<file path="src/hdl/spq_pkg.sv">
package spq_pkg;

  // Request codes
  localparam logic REQ_ENQ = 1'b0;
  localparam logic REQ_DEQ = 1'b1;

  // Result status codes
  localparam logic [1:0] ST_ENQUEUED = 2'd0;
  localparam logic [1:0] ST_DEQUEUED = 2'd1;
  localparam logic [1:0] ST_FULL     = 2'd2;
  localparam logic [1:0] ST_EMPTY    = 2'd3;

  // One stored entry
  typedef struct packed {
    logic signed [31:0] data;
    logic signed [15:0] prio;
  } entry_t;

  // Broadcast control to every cell
  typedef struct packed {
    logic   enq;
    logic   deq;
    entry_t item;
  } ctl_t;

endpackage

</file>
<file path="src/hdl/spq_cell.sv">
module spq_cell (
  input  logic           clk,
  input  spq_pkg::ctl_t   ctl,
  input  logic           occupied,
  input  logic           left_keep,
  input  spq_pkg::entry_t left_entry,
  input  spq_pkg::entry_t right_entry,
  output spq_pkg::entry_t entry,
  output logic           keep
);
  import spq_pkg::*;

  entry_t entry_r;
  entry_t entry_nxt;

  // Keep position when holding a strictly higher priority than the new word
  assign keep = occupied && (entry_r.prio > ctl.item.prio);

  // Pick next content: hold, take new word, shift down from left, or up from right
  always_comb begin
    entry_nxt = entry_r;
    priority if (ctl.enq) begin
      if (left_keep) begin
        entry_nxt = keep ? entry_r : ctl.item;
      end else begin
        entry_nxt = left_entry;
      end
    end else if (ctl.deq) begin
      entry_nxt = right_entry;
    end else begin
      entry_nxt = entry_r;
    end
  end

  always_ff @(posedge clk) begin
    entry_r <= entry_nxt;
  end

  assign entry = entry_r;

endmodule

</file>
<file path="src/hdl/sorted_priority_queue.sv">
// Sorted priority queue of DEPTH entries held in a chain of cells, highest
// priority at the head, ties served newest first. Every request word gives one
// result word in the cycle after it is accepted; a new request is taken in every
// cycle in which the result register is empty or being drained, since each
// cell updates from itself and its two neighbors at once. A full
// enqueue or an empty dequeue returns an error status and leaves the store
// unchanged.
module sorted_priority_queue #(
  parameter int DEPTH = 16
) (
  input  logic               clk,
  input  logic               rst_n,
  input  logic               in_valid,
  output logic               in_stall,
  input  logic               in_req_type,
  input  logic signed [31:0] in_item_data,
  input  logic signed [15:0] in_item_priority,
  output logic               out_valid,
  input  logic               out_stall,
  output logic [1:0]         out_status,
  output logic signed [31:0] out_data,
  output logic signed [15:0] out_priority,
  output logic [4:0]         out_occupancy
);
  import spq_pkg::*;

  localparam int CW = $clog2(DEPTH + 1);
  localparam logic [CW-1:0] FULL_CNT = CW'(DEPTH);

  logic [CW-1:0] count_r, count_nxt;
  logic          out_valid_r;
  logic [1:0]    status_r, status_nxt;
  logic signed [31:0] data_r, data_nxt;
  logic signed [15:0] prio_r, prio_nxt;
  logic [4:0]    occ_r;

  logic   accept;
  logic   is_full, is_empty;
  ctl_t   ctl;
  entry_t cell_entry [DEPTH];
  logic   cell_keep  [DEPTH];

  assign in_stall = out_valid_r && out_stall;
  assign accept   = in_valid && !in_stall;
  assign is_full  = (count_r == FULL_CNT);
  assign is_empty = (count_r == '0);

  // Broadcast the accepted request to the chain
  always_comb begin
    ctl.enq       = accept && (in_req_type == REQ_ENQ) && !is_full;
    ctl.deq       = accept && (in_req_type == REQ_DEQ) && !is_empty;
    ctl.item.data = in_item_data;
    ctl.item.prio = in_item_priority;
  end

  // Build the chain
  for (genvar i = 0; i < DEPTH; i++) begin : g_cell
    localparam logic [CW-1:0] IDX = CW'(i);
    logic   occ;
    logic   lkeep;
    entry_t lent, rent;

    assign occ = (count_r > IDX);
    if (i == 0) begin : g_head
      assign lkeep = 1'b1;
      assign lent  = cell_entry[0];
    end else begin : g_body
      assign lkeep = cell_keep[i-1];
      assign lent  = cell_entry[i-1];
    end
    if (i == DEPTH - 1) begin : g_tail
      assign rent = cell_entry[i];
    end else begin : g_mid
      assign rent = cell_entry[i+1];
    end

    spq_cell u_cell (
      .clk         (clk),
      .ctl         (ctl),
      .occupied    (occ),
      .left_keep   (lkeep),
      .left_entry  (lent),
      .right_entry (rent),
      .entry       (cell_entry[i]),
      .keep        (cell_keep[i])
    );
  end

  // Form the result word and the next count
  always_comb begin
    count_nxt  = count_r;
    status_nxt = ST_ENQUEUED;
    data_nxt   = '0;
    prio_nxt   = '0;
    unique case (in_req_type)
      REQ_ENQ: begin
        if (is_full) begin
          status_nxt = ST_FULL;
        end else begin
          status_nxt = ST_ENQUEUED;
          count_nxt  = count_r + CW'(1);
        end
      end
      REQ_DEQ: begin
        if (is_empty) begin
          status_nxt = ST_EMPTY;
        end else begin
          status_nxt = ST_DEQUEUED;
          data_nxt   = cell_entry[0].data;
          prio_nxt   = cell_entry[0].prio;
          count_nxt  = count_r - CW'(1);
        end
      end
      default: status_nxt = ST_ENQUEUED;
    endcase
  end

  // Control state
  always_ff @(posedge clk) begin
    if (!rst_n) begin
      count_r     <= '0;
      out_valid_r <= 1'b0;
    end else begin
      if (accept) begin
        count_r <= count_nxt;
      end
      if (accept) begin
        out_valid_r <= 1'b1;
      end else if (!out_stall) begin
        out_valid_r <= 1'b0;
      end
    end
  end

  // Result payload
  always_ff @(posedge clk) begin
    if (accept) begin
      status_r <= status_nxt;
      data_r   <= data_nxt;
      prio_r   <= prio_nxt;
      occ_r    <= 5'(count_nxt);
    end
  end

  assign out_valid     = out_valid_r;
  assign out_status    = status_r;
  assign out_data      = data_r;
  assign out_priority  = prio_r;
  assign out_occupancy = occ_r;

`ifndef SYNTH
  a_count_bound: assert property (@(posedge clk) disable iff (!rst_n)
    count_r <= FULL_CNT)
    else $error("entry count beyond depth");

  a_enq_count: assert property (@(posedge clk) disable iff (!rst_n)
    (accept && in_req_type == REQ_ENQ && !is_full) |=> count_r == $past(count_r) + CW'(1))
    else $error("enqueue did not advance count");

  a_full_occ: assert property (@(posedge clk) disable iff (!rst_n)
    (out_valid_r && status_r == ST_FULL) |-> occ_r == 5'(FULL_CNT))
    else $error("full status with wrong occupancy");
`endif

endmodule
</file>
<file path="config.mk">
export PLATFORM = sky130hd
export DESIGN_NAME = sorted_priority_queue
export DESIGN_NICKNAME = d
export VERILOG_FILES = /design/src/hdl/spq_pkg.sv /design/src/hdl/spq_cell.sv /design/src/hdl/sorted_priority_queue.sv
export SDC_FILE = /design/constraint.sdc
export NUM_CORES = 2
export LEC_CHECK = 0
export BUFFER_PORTS_ARGS = -buffer_cell sky130_fd_sc_hd__buf_4
export CORE_MARGIN = 5
export CORE_UTILIZATION = 40
export CTS_CLUSTER_SIZE = 14
export DETAILED_ROUTE_END_ITERATION = 10
export GPL_ROUTABILITY_DRIVEN = 0
export GPL_TIMING_DRIVEN = 0
export PLACE_DENSITY = 0.59
export SYNTH_ARGS = -nofsm -noshare
export SYNTH_HDL_FRONTEND = slang
export SYNTH_SLANG_ARGS = --single-unit
</file>
<file path="constraint.sdc">
create_clock -name clk -period 9.65 [get_ports clk]
set_clock_uncertainty 0.1 [all_clocks]
set_input_delay 0.4825 -clock clk [delete_from_list [all_inputs] [get_ports clk]]
set_output_delay 0.4825 -clock clk [all_outputs]
set_load 0.02 [all_outputs]
</file>
== Word-level counts from Yosys, hierarchy flattened ==
Cells that the tools add are included.

* Add/sub/neg operators: 2
* Multipliers: 0
* Divide/modulo/power cells: 0
* Magnitude comparators: 32
* Equal/unequal tests: 18
* Shift-type cells: 0
* Muxes and demuxes: 69
* Bitwise gates (word level): 1
* Reductions and logical operators: 44

{| class="wikitable"
|+ Operator list
! kind !! count
|-
| $mux W48 || 61
|-
| $gt A16 B16 Y1 || 16
|-
| $ne A3 B3 Y1 const B || 14
|-
| $gt A5 B4 Y1 const B || 8
|-
| $reduce_and A2 Y1 || 16
|-
| $logic_and A1 B1 Y1 || 22
|-
| $gt A5 B3 Y1 const B || 4
|-
| $gt A5 B1 Y1 const B || 2
|-
| $gt A5 B2 Y1 const B || 2
|-
| $mux W5 || 2
|-
| $pmux W5 S2 || 1
|-
| $add A5 B1 Y5 const B || 1
|-
| $eq A5 B5 Y1 const B || 1
|-
| $logic_not A5 Y1 || 1
|-
| $sub A5 B1 Y5 const B || 1
|-
| $mux W2 || 2
|-
| $ne A2 B2 Y1 const B || 2
|-
| $pmux W2 S2 || 1
|-
| $logic_not A1 Y1 || 3
|-
| $mux W1 || 2
|-
| $ne A2 B1 Y1 const B || 1
|-
| $reduce_bool A2 Y1 || 1
|-
| $reduce_or A2 Y1 || 1
|-
| $not A1 Y1 || 1
|}

* Flip-flop bits (word level): 829
* Latch bits: 0
* Memory bits (writable): 0
* Memory bits (read-only): 0
* Input bits: 53
* Output and inout port bits: 57
* Word-level logic and storage cells: 204
* Memories: 0

== Longest topological paths before layout ==
* Word-level depth: 7
* Depth in mapped cells: 12
* Depth with buffers taken out: 8

== Cells and area by module ==
A second synthesis with hierarchy kept.

* Cell total of the unflattened synthesis: 4565
* Area total of the unflattened synthesis: 48860.6 um^2

{| class="wikitable"
|+ By module, submodules not included
! module !! instances !! cells each !! area an instance (um^2) !! seq. area each (um^2)
|-
| spq_cell (g_cell[0].u_cell ...) || 10 || 273 || 2900.3 || 1441.4
|-
| spq_cell (g_cell[4].u_cell ...) || 6 || 270 || 2852.7 || 1441.4
|-
| sorted_priority_queue || 1 || 215 || 2741.4 || 1771.7
|}

== Worst setup path after synthesis ==
Ideal clock, no wire load.

* Kind: input-to-reg
* Start: input port out_stall
* End: register g_cell[15].u_cell.entry_r (netlist bit g_cell[15].u_cell.entry[0]) (enable)
* Library setup time: 0.482 ns
* Arrival time: 6.023 ns
* Required time: 9.068 ns
* Slack: 3.044 ns
* Cell stages on the path: 7
* Path buffers: 3
* Cells stage by stage: and2_1 > nor2b_1 > clkbuf_1 > nand2_1 > clkbuf_1 > buf_1 > a31oi_1

* Word-level cells in the longest chain between the ends: 6

{| class="wikitable"
|+ RTL lines
! what !! line !! text
|-
| start: declaration || sorted_priority_queue.sv:19 || <nowiki>input logic out_stall,</nowiki>
|-
| $logic_and A1 B1 Y1 || sorted_priority_queue.sv:43 || <nowiki>assign in_stall = out_valid_r && out_stall;</nowiki>
|-
| $logic_not A1 Y1 || sorted_priority_queue.sv:44 || <nowiki>assign accept = in_valid && !in_stall;</nowiki>
|-
| $logic_and A1 B1 Y1 || sorted_priority_queue.sv:44 ||
|-
| net accept || sorted_priority_queue.sv:37 || <nowiki>logic accept;</nowiki>
|-
| $logic_and A1 B1 Y1 (2 in series) || sorted_priority_queue.sv:50 || <nowiki>ctl.enq = accept && (in_req_type == REQ_ENQ) && !is_full;</nowiki>
|-
| $reduce_and A2 Y1 (no line) || - ||
|-
| end signal: assignment || spq_cell.sv:36 || <nowiki>entry_r <= entry_nxt;</nowiki>
|-
| end: declaration || spq_cell.sv:13 || <nowiki>entry_t entry_r;</nowiki>
|}

The timed path passes the listed nets, and every way through them passes these cells.
A chain may end at the register's enable or synchronous reset.

== Worst setup path in the final report ==
* Start: register count_r[0]
* End: register g_cell[15].u_cell.entry_r (netlist bit g_cell[15].u_cell.entry[31]) (enable)

* Word-level cells in the longest chain between the ends: 4
* Elaborated cells between the ends (all ways): 9
* Classes of those cells: order compare (2); eq/ne (2); reduce/logical (5)

{| class="wikitable"
|+ RTL lines
! what !! line !! text
|-
| start: declaration || sorted_priority_queue.sv:30 || <nowiki>logic [CW-1:0] count_r, count_nxt;</nowiki>
|-
| start signal: assignment || sorted_priority_queue.sv:125 || <nowiki>count_r <= count_nxt;</nowiki>
|-
| $gt A5 B4 Y1 / $eq A5 B5 Y1 (equally long branches) || sorted_priority_queue.sv:63, sorted_priority_queue.sv:45 ||
|-
| $logic_and A1 B1 Y1 / $logic_not A1 Y1 (equally long branches) || spq_cell.sv:17, sorted_priority_queue.sv:50 ||
|-
| $ne A2 B2 Y1 (no line) / $logic_and A1 B1 Y1 (equally long branches) || - ||
|-
| $reduce_and A2 Y1 (no line) * || - ||
|}

Every way passes the cells marked *; elsewhere a longest branch is shown, timed or not.

==> results.md <==
- Headroom to the max-slew limit: -0.0756
- DRT iter0 DRCs: 4813
- VDD IR max: 0.135 mV
- Mapped Area: about 48000 sq um
- Number of hold violations in the final report: 0
- Synth top area cells: edfxtp_1 (52%), o211ai_1 (7.5%), ha_1 (6.8%), nand2_1 (6.4%), nand4_1 (5.0%)
- Num CTS Buffers: slightly below 100
- Post-Synth Adder-Cell Area: 0.0681
- Final setup violation count: 0
- Leak: a little under 20 nW
- FP Rows: roughly 130
- Synthesis-to-finish area growth: 14.0%
- Pin count of the biggest net entering global routing: 54
- Area share of xor/xnor cells in the synthesized design: 0.000730
- Area of the core: around 120000 sq um
- Synth unique cells: 74
- Buffers on Ports: 109
- Worst setup EP type: flop
- Dominant synthesized flop cell: edfxtp_1
- Most common cell in the netlist: edfxtp_1
- CP max stage delay: about 0.8 ns
- Clock transition at path regs: ~0.060 ns
- Post-synthesis sequential area ratio: 0.518
- Drt first pass iters: 6
- Layout fillers: about 12000
- Post-synthesis register bit count: between 800 and 900
- Largest family of logic cells by synthesized area: compound AO/OA/AOI/OAI gates
- RSZ-0062 raised after global routing: no
- Post-synth top area cell: edfxtp_1
- CP Class: reg -> reg
- DIE AREA: roughly 130000 sq um
- Place WS: just under 4 ns
- Ys async rst share: 0
- Hold slack: around 0.022 ns
- Synthesis Warnings: 0
- Util after Layout: 0.458
- CP arrival: 5.90 ns
- Synthesized net count: between 4000 and 5000
- Crit path cell chain: buf_2, inv_1, ha_1, nor3b_2, a21oi_2, nand2_1, clkbuf_1, buf_1, a31oi_4, buf_12, buf_16
- Initial Util: 0.401
- CP Launch Type: flop
- Actual slew at the worst max-slew pin: 1.59 ns
- Post-route cell area: approximately 55000 sq um
- Final Net Count: approximately 5200
- Final period demand of the worst path: roughly 5.6 ns
- EDFF count, synth: a little over 800
- GRT Total Usage: 0.267
- Vias per cell: 6.35
- Resize count post-CTS: 0
- Via count: ~42000
- Mapped Cells: 4617
- Final WL: between 150 and 200 mm
- Fmax: about 180 MHz
- Violated checks: max-capacitance violations, max-slew violations
- Critical path's slowest cell: a21oi_2
- Vias in the first global route: 41116
- CTS tree: built
- Commonest cells in the netlist: edfxtp_1 (823), nand2_1 (816), o211ai_1 (481)
- Cell Count, Final, Fillers Out: roughly 6600
- Setup WS post-layout: 4.05 ns
- Pins Over Slew Limit: 14
- Chip width: 356 microns
- Period Utilization, post-route: 0.580
- Layout cells sized above 1: 0.0904
- Status: finished, violations left
- Post-route antenna net violation count: 0
- Critical Path RT: approximately 10 ns
- Root Driver: clkbuf_16
- Wire per inst: ~27 microns
- GRT overflow: 0
- CTS Sinks: between 800 and 900
- Clk Latency, worst-skew pair: slightly above 0.7 ns
- Die Y: 356 microns
- Synth Area in Compound Gates: 0.184
- Detailed-placement wirelength estimate: between 100 and 150 mm
- DP Area: between 50000 and 60000 sq um
- DRC: 0
- Power Density: just under 200 nW/um^2
- Hold WC Path Type: in -> reg
- Htree depth: 3
- Synth Area in Simple Gates: 0.174
- Dpl cells: ~6400
- Initial antenna violation count: 0
- Max FO, Critical Path: 22
- Mux cell area share after synthesis: 0.0119
- Synth Area per Inst: approximately 10 sq um
- Max cap viols: 2
- Global-route wire length before repair: between 200 and 300 mm
- Top-area cell type share of the netlist area: 0.515
- Clock Path Buffers: 3
- # IOs: between 100 and 150
## metal layers
| metal | share of wire | routed length, microns | global-route usage | vias up |
|---|---|---|---|---|
| li1 | - | - | - | 18564 |
| met1 | 0.42 | 74800 | 0.363 | 20704 |
| met2 | 0.47 | 83200 | 0.443 | 1953 |
| met3 | 0.069 | 12300 | 0.0317 | 397 |
| met4 | 0.041 | 7210 | 0.0969 | 0 |
| met5 | 0 | 0 | 0 | - |
## worst max-delay path, delay by kind of cell, from the launching register on
kind / cells / cell delay (ns)
simple gates: 2 / 0.86
buf+inv: 6 / 2.19
flops: 1 / 0.43
fa+ha+maj: 1 / 0.24
compound gates: 2 / 1.43
## cell families after synthesis
| family | count (synthesis) |
|---|---|
| AND/OR/NAND/NOR | 1762 |
| AO/OA/AOI/OAI | 1193 |
| flip-flops | 829 |
| buffers and inverters | 517 |
| adder cells (fa/ha/maj) | 261 |
| multiplexers | 51 |
| XOR/XNOR | 4 |
## power by group
part | total, mW | internal (mW) | switching [mW]
Combinational | 2.35 | 0.739 | 1.61
Sequential | 4.79 | 4.52 | 0.264
Clock | 3.61 | 1.99 | 1.62
## what timing repair did
| action | 4_1_cts | 5_1_grt |
|---|---|---|
| hold buffers | 19 | 0 |
| endpoints found under the hold margin | 22 | 0 |
| setup buffers | 0 | 0 |
## registers in the layout, indices dropped and copies added, names as in the netlist
name / cells
count_r: 5
g_cell.u_cell.entry: 768
out_data: 32
out_occupancy: 5
out_priority: 16
out_status: 2
out_valid: 1
## cell usage in the layout (no fill, tap or decap), types with 14 or more instances in the layout
| cell | instances |
|---|---|
| and2_1 | 57 |
| mux2_2 | 47 |
| buf_4 | 110 |
| o31a_1 | 35 |
| a31oi_4 | 15 |
| clkinv_2 | 20 |
| edfxtp_1 | 823 |
| ha_1 | 261 |
| nor2b_1 | 18 |
| o21ai_0 | 141 |
| buf_2 | 71 |
| buf_1 | 52 |
| buf_12 | 14 |
| nand3_1 | 37 |
| a21oi_1 | 122 |
| a21o_1 | 45 |
| a221o_1 | 144 |
| nand2_1 | 816 |
| nand4_1 | 380 |
| or3_1 | 68 |
| clkbuf_16 | 99 |
| nor2_1 | 173 |
| o211ai_1 | 481 |
| inv_1 | 91 |
| clkinv_1 | 26 |
| a31oi_1 | 76 |
| clkbuf_1 | 320 |
| dlygate4sd3_1 | 19 |
| nor3_1 | 160 |
| o211ai_2 | 30 |
## stage by stage
step,TNS [ns],total power [mW]
after global placement,-496.74,7.04
after detailed placement,0,7.13
after CTS,0,10.7
after global routing,0,11.1
after floorplan,0,6.21
final,0,10.7
## final timing paths
path	startpoint	endpoint	slack (ns)	cells past startpoint
setup / recovery	count_r[0]	g_cell[15].u_cell.entry[31]	4.05	11
hold / removal	in_item_data[9]	g_cell[15].u_cell.entry[25]	0.02	2
setup reg to reg	count_r[0]	g_cell[15].u_cell.entry[31]	4.05	11
hold reg to reg	g_cell[1].u_cell.entry[35]	g_cell[0].u_cell.entry[35]	0.45	2
## layout make-up
cell class                 count  area [sq um]  share of cell area
clock inverter                55           430             0.00787
tap                         1612          2020              0.0369
antenna                        1          2.50           0.0000457
timing repair buffer         149          1460              0.0267
multi-input combinational   3271         21300               0.389
clock buffer                 124          2570              0.0470
inverter                      91           342             0.00624
buffer                       426          1750              0.0319
sequential                   829         24800               0.454
Note: power is estimated with default switching activity, not from simulation.
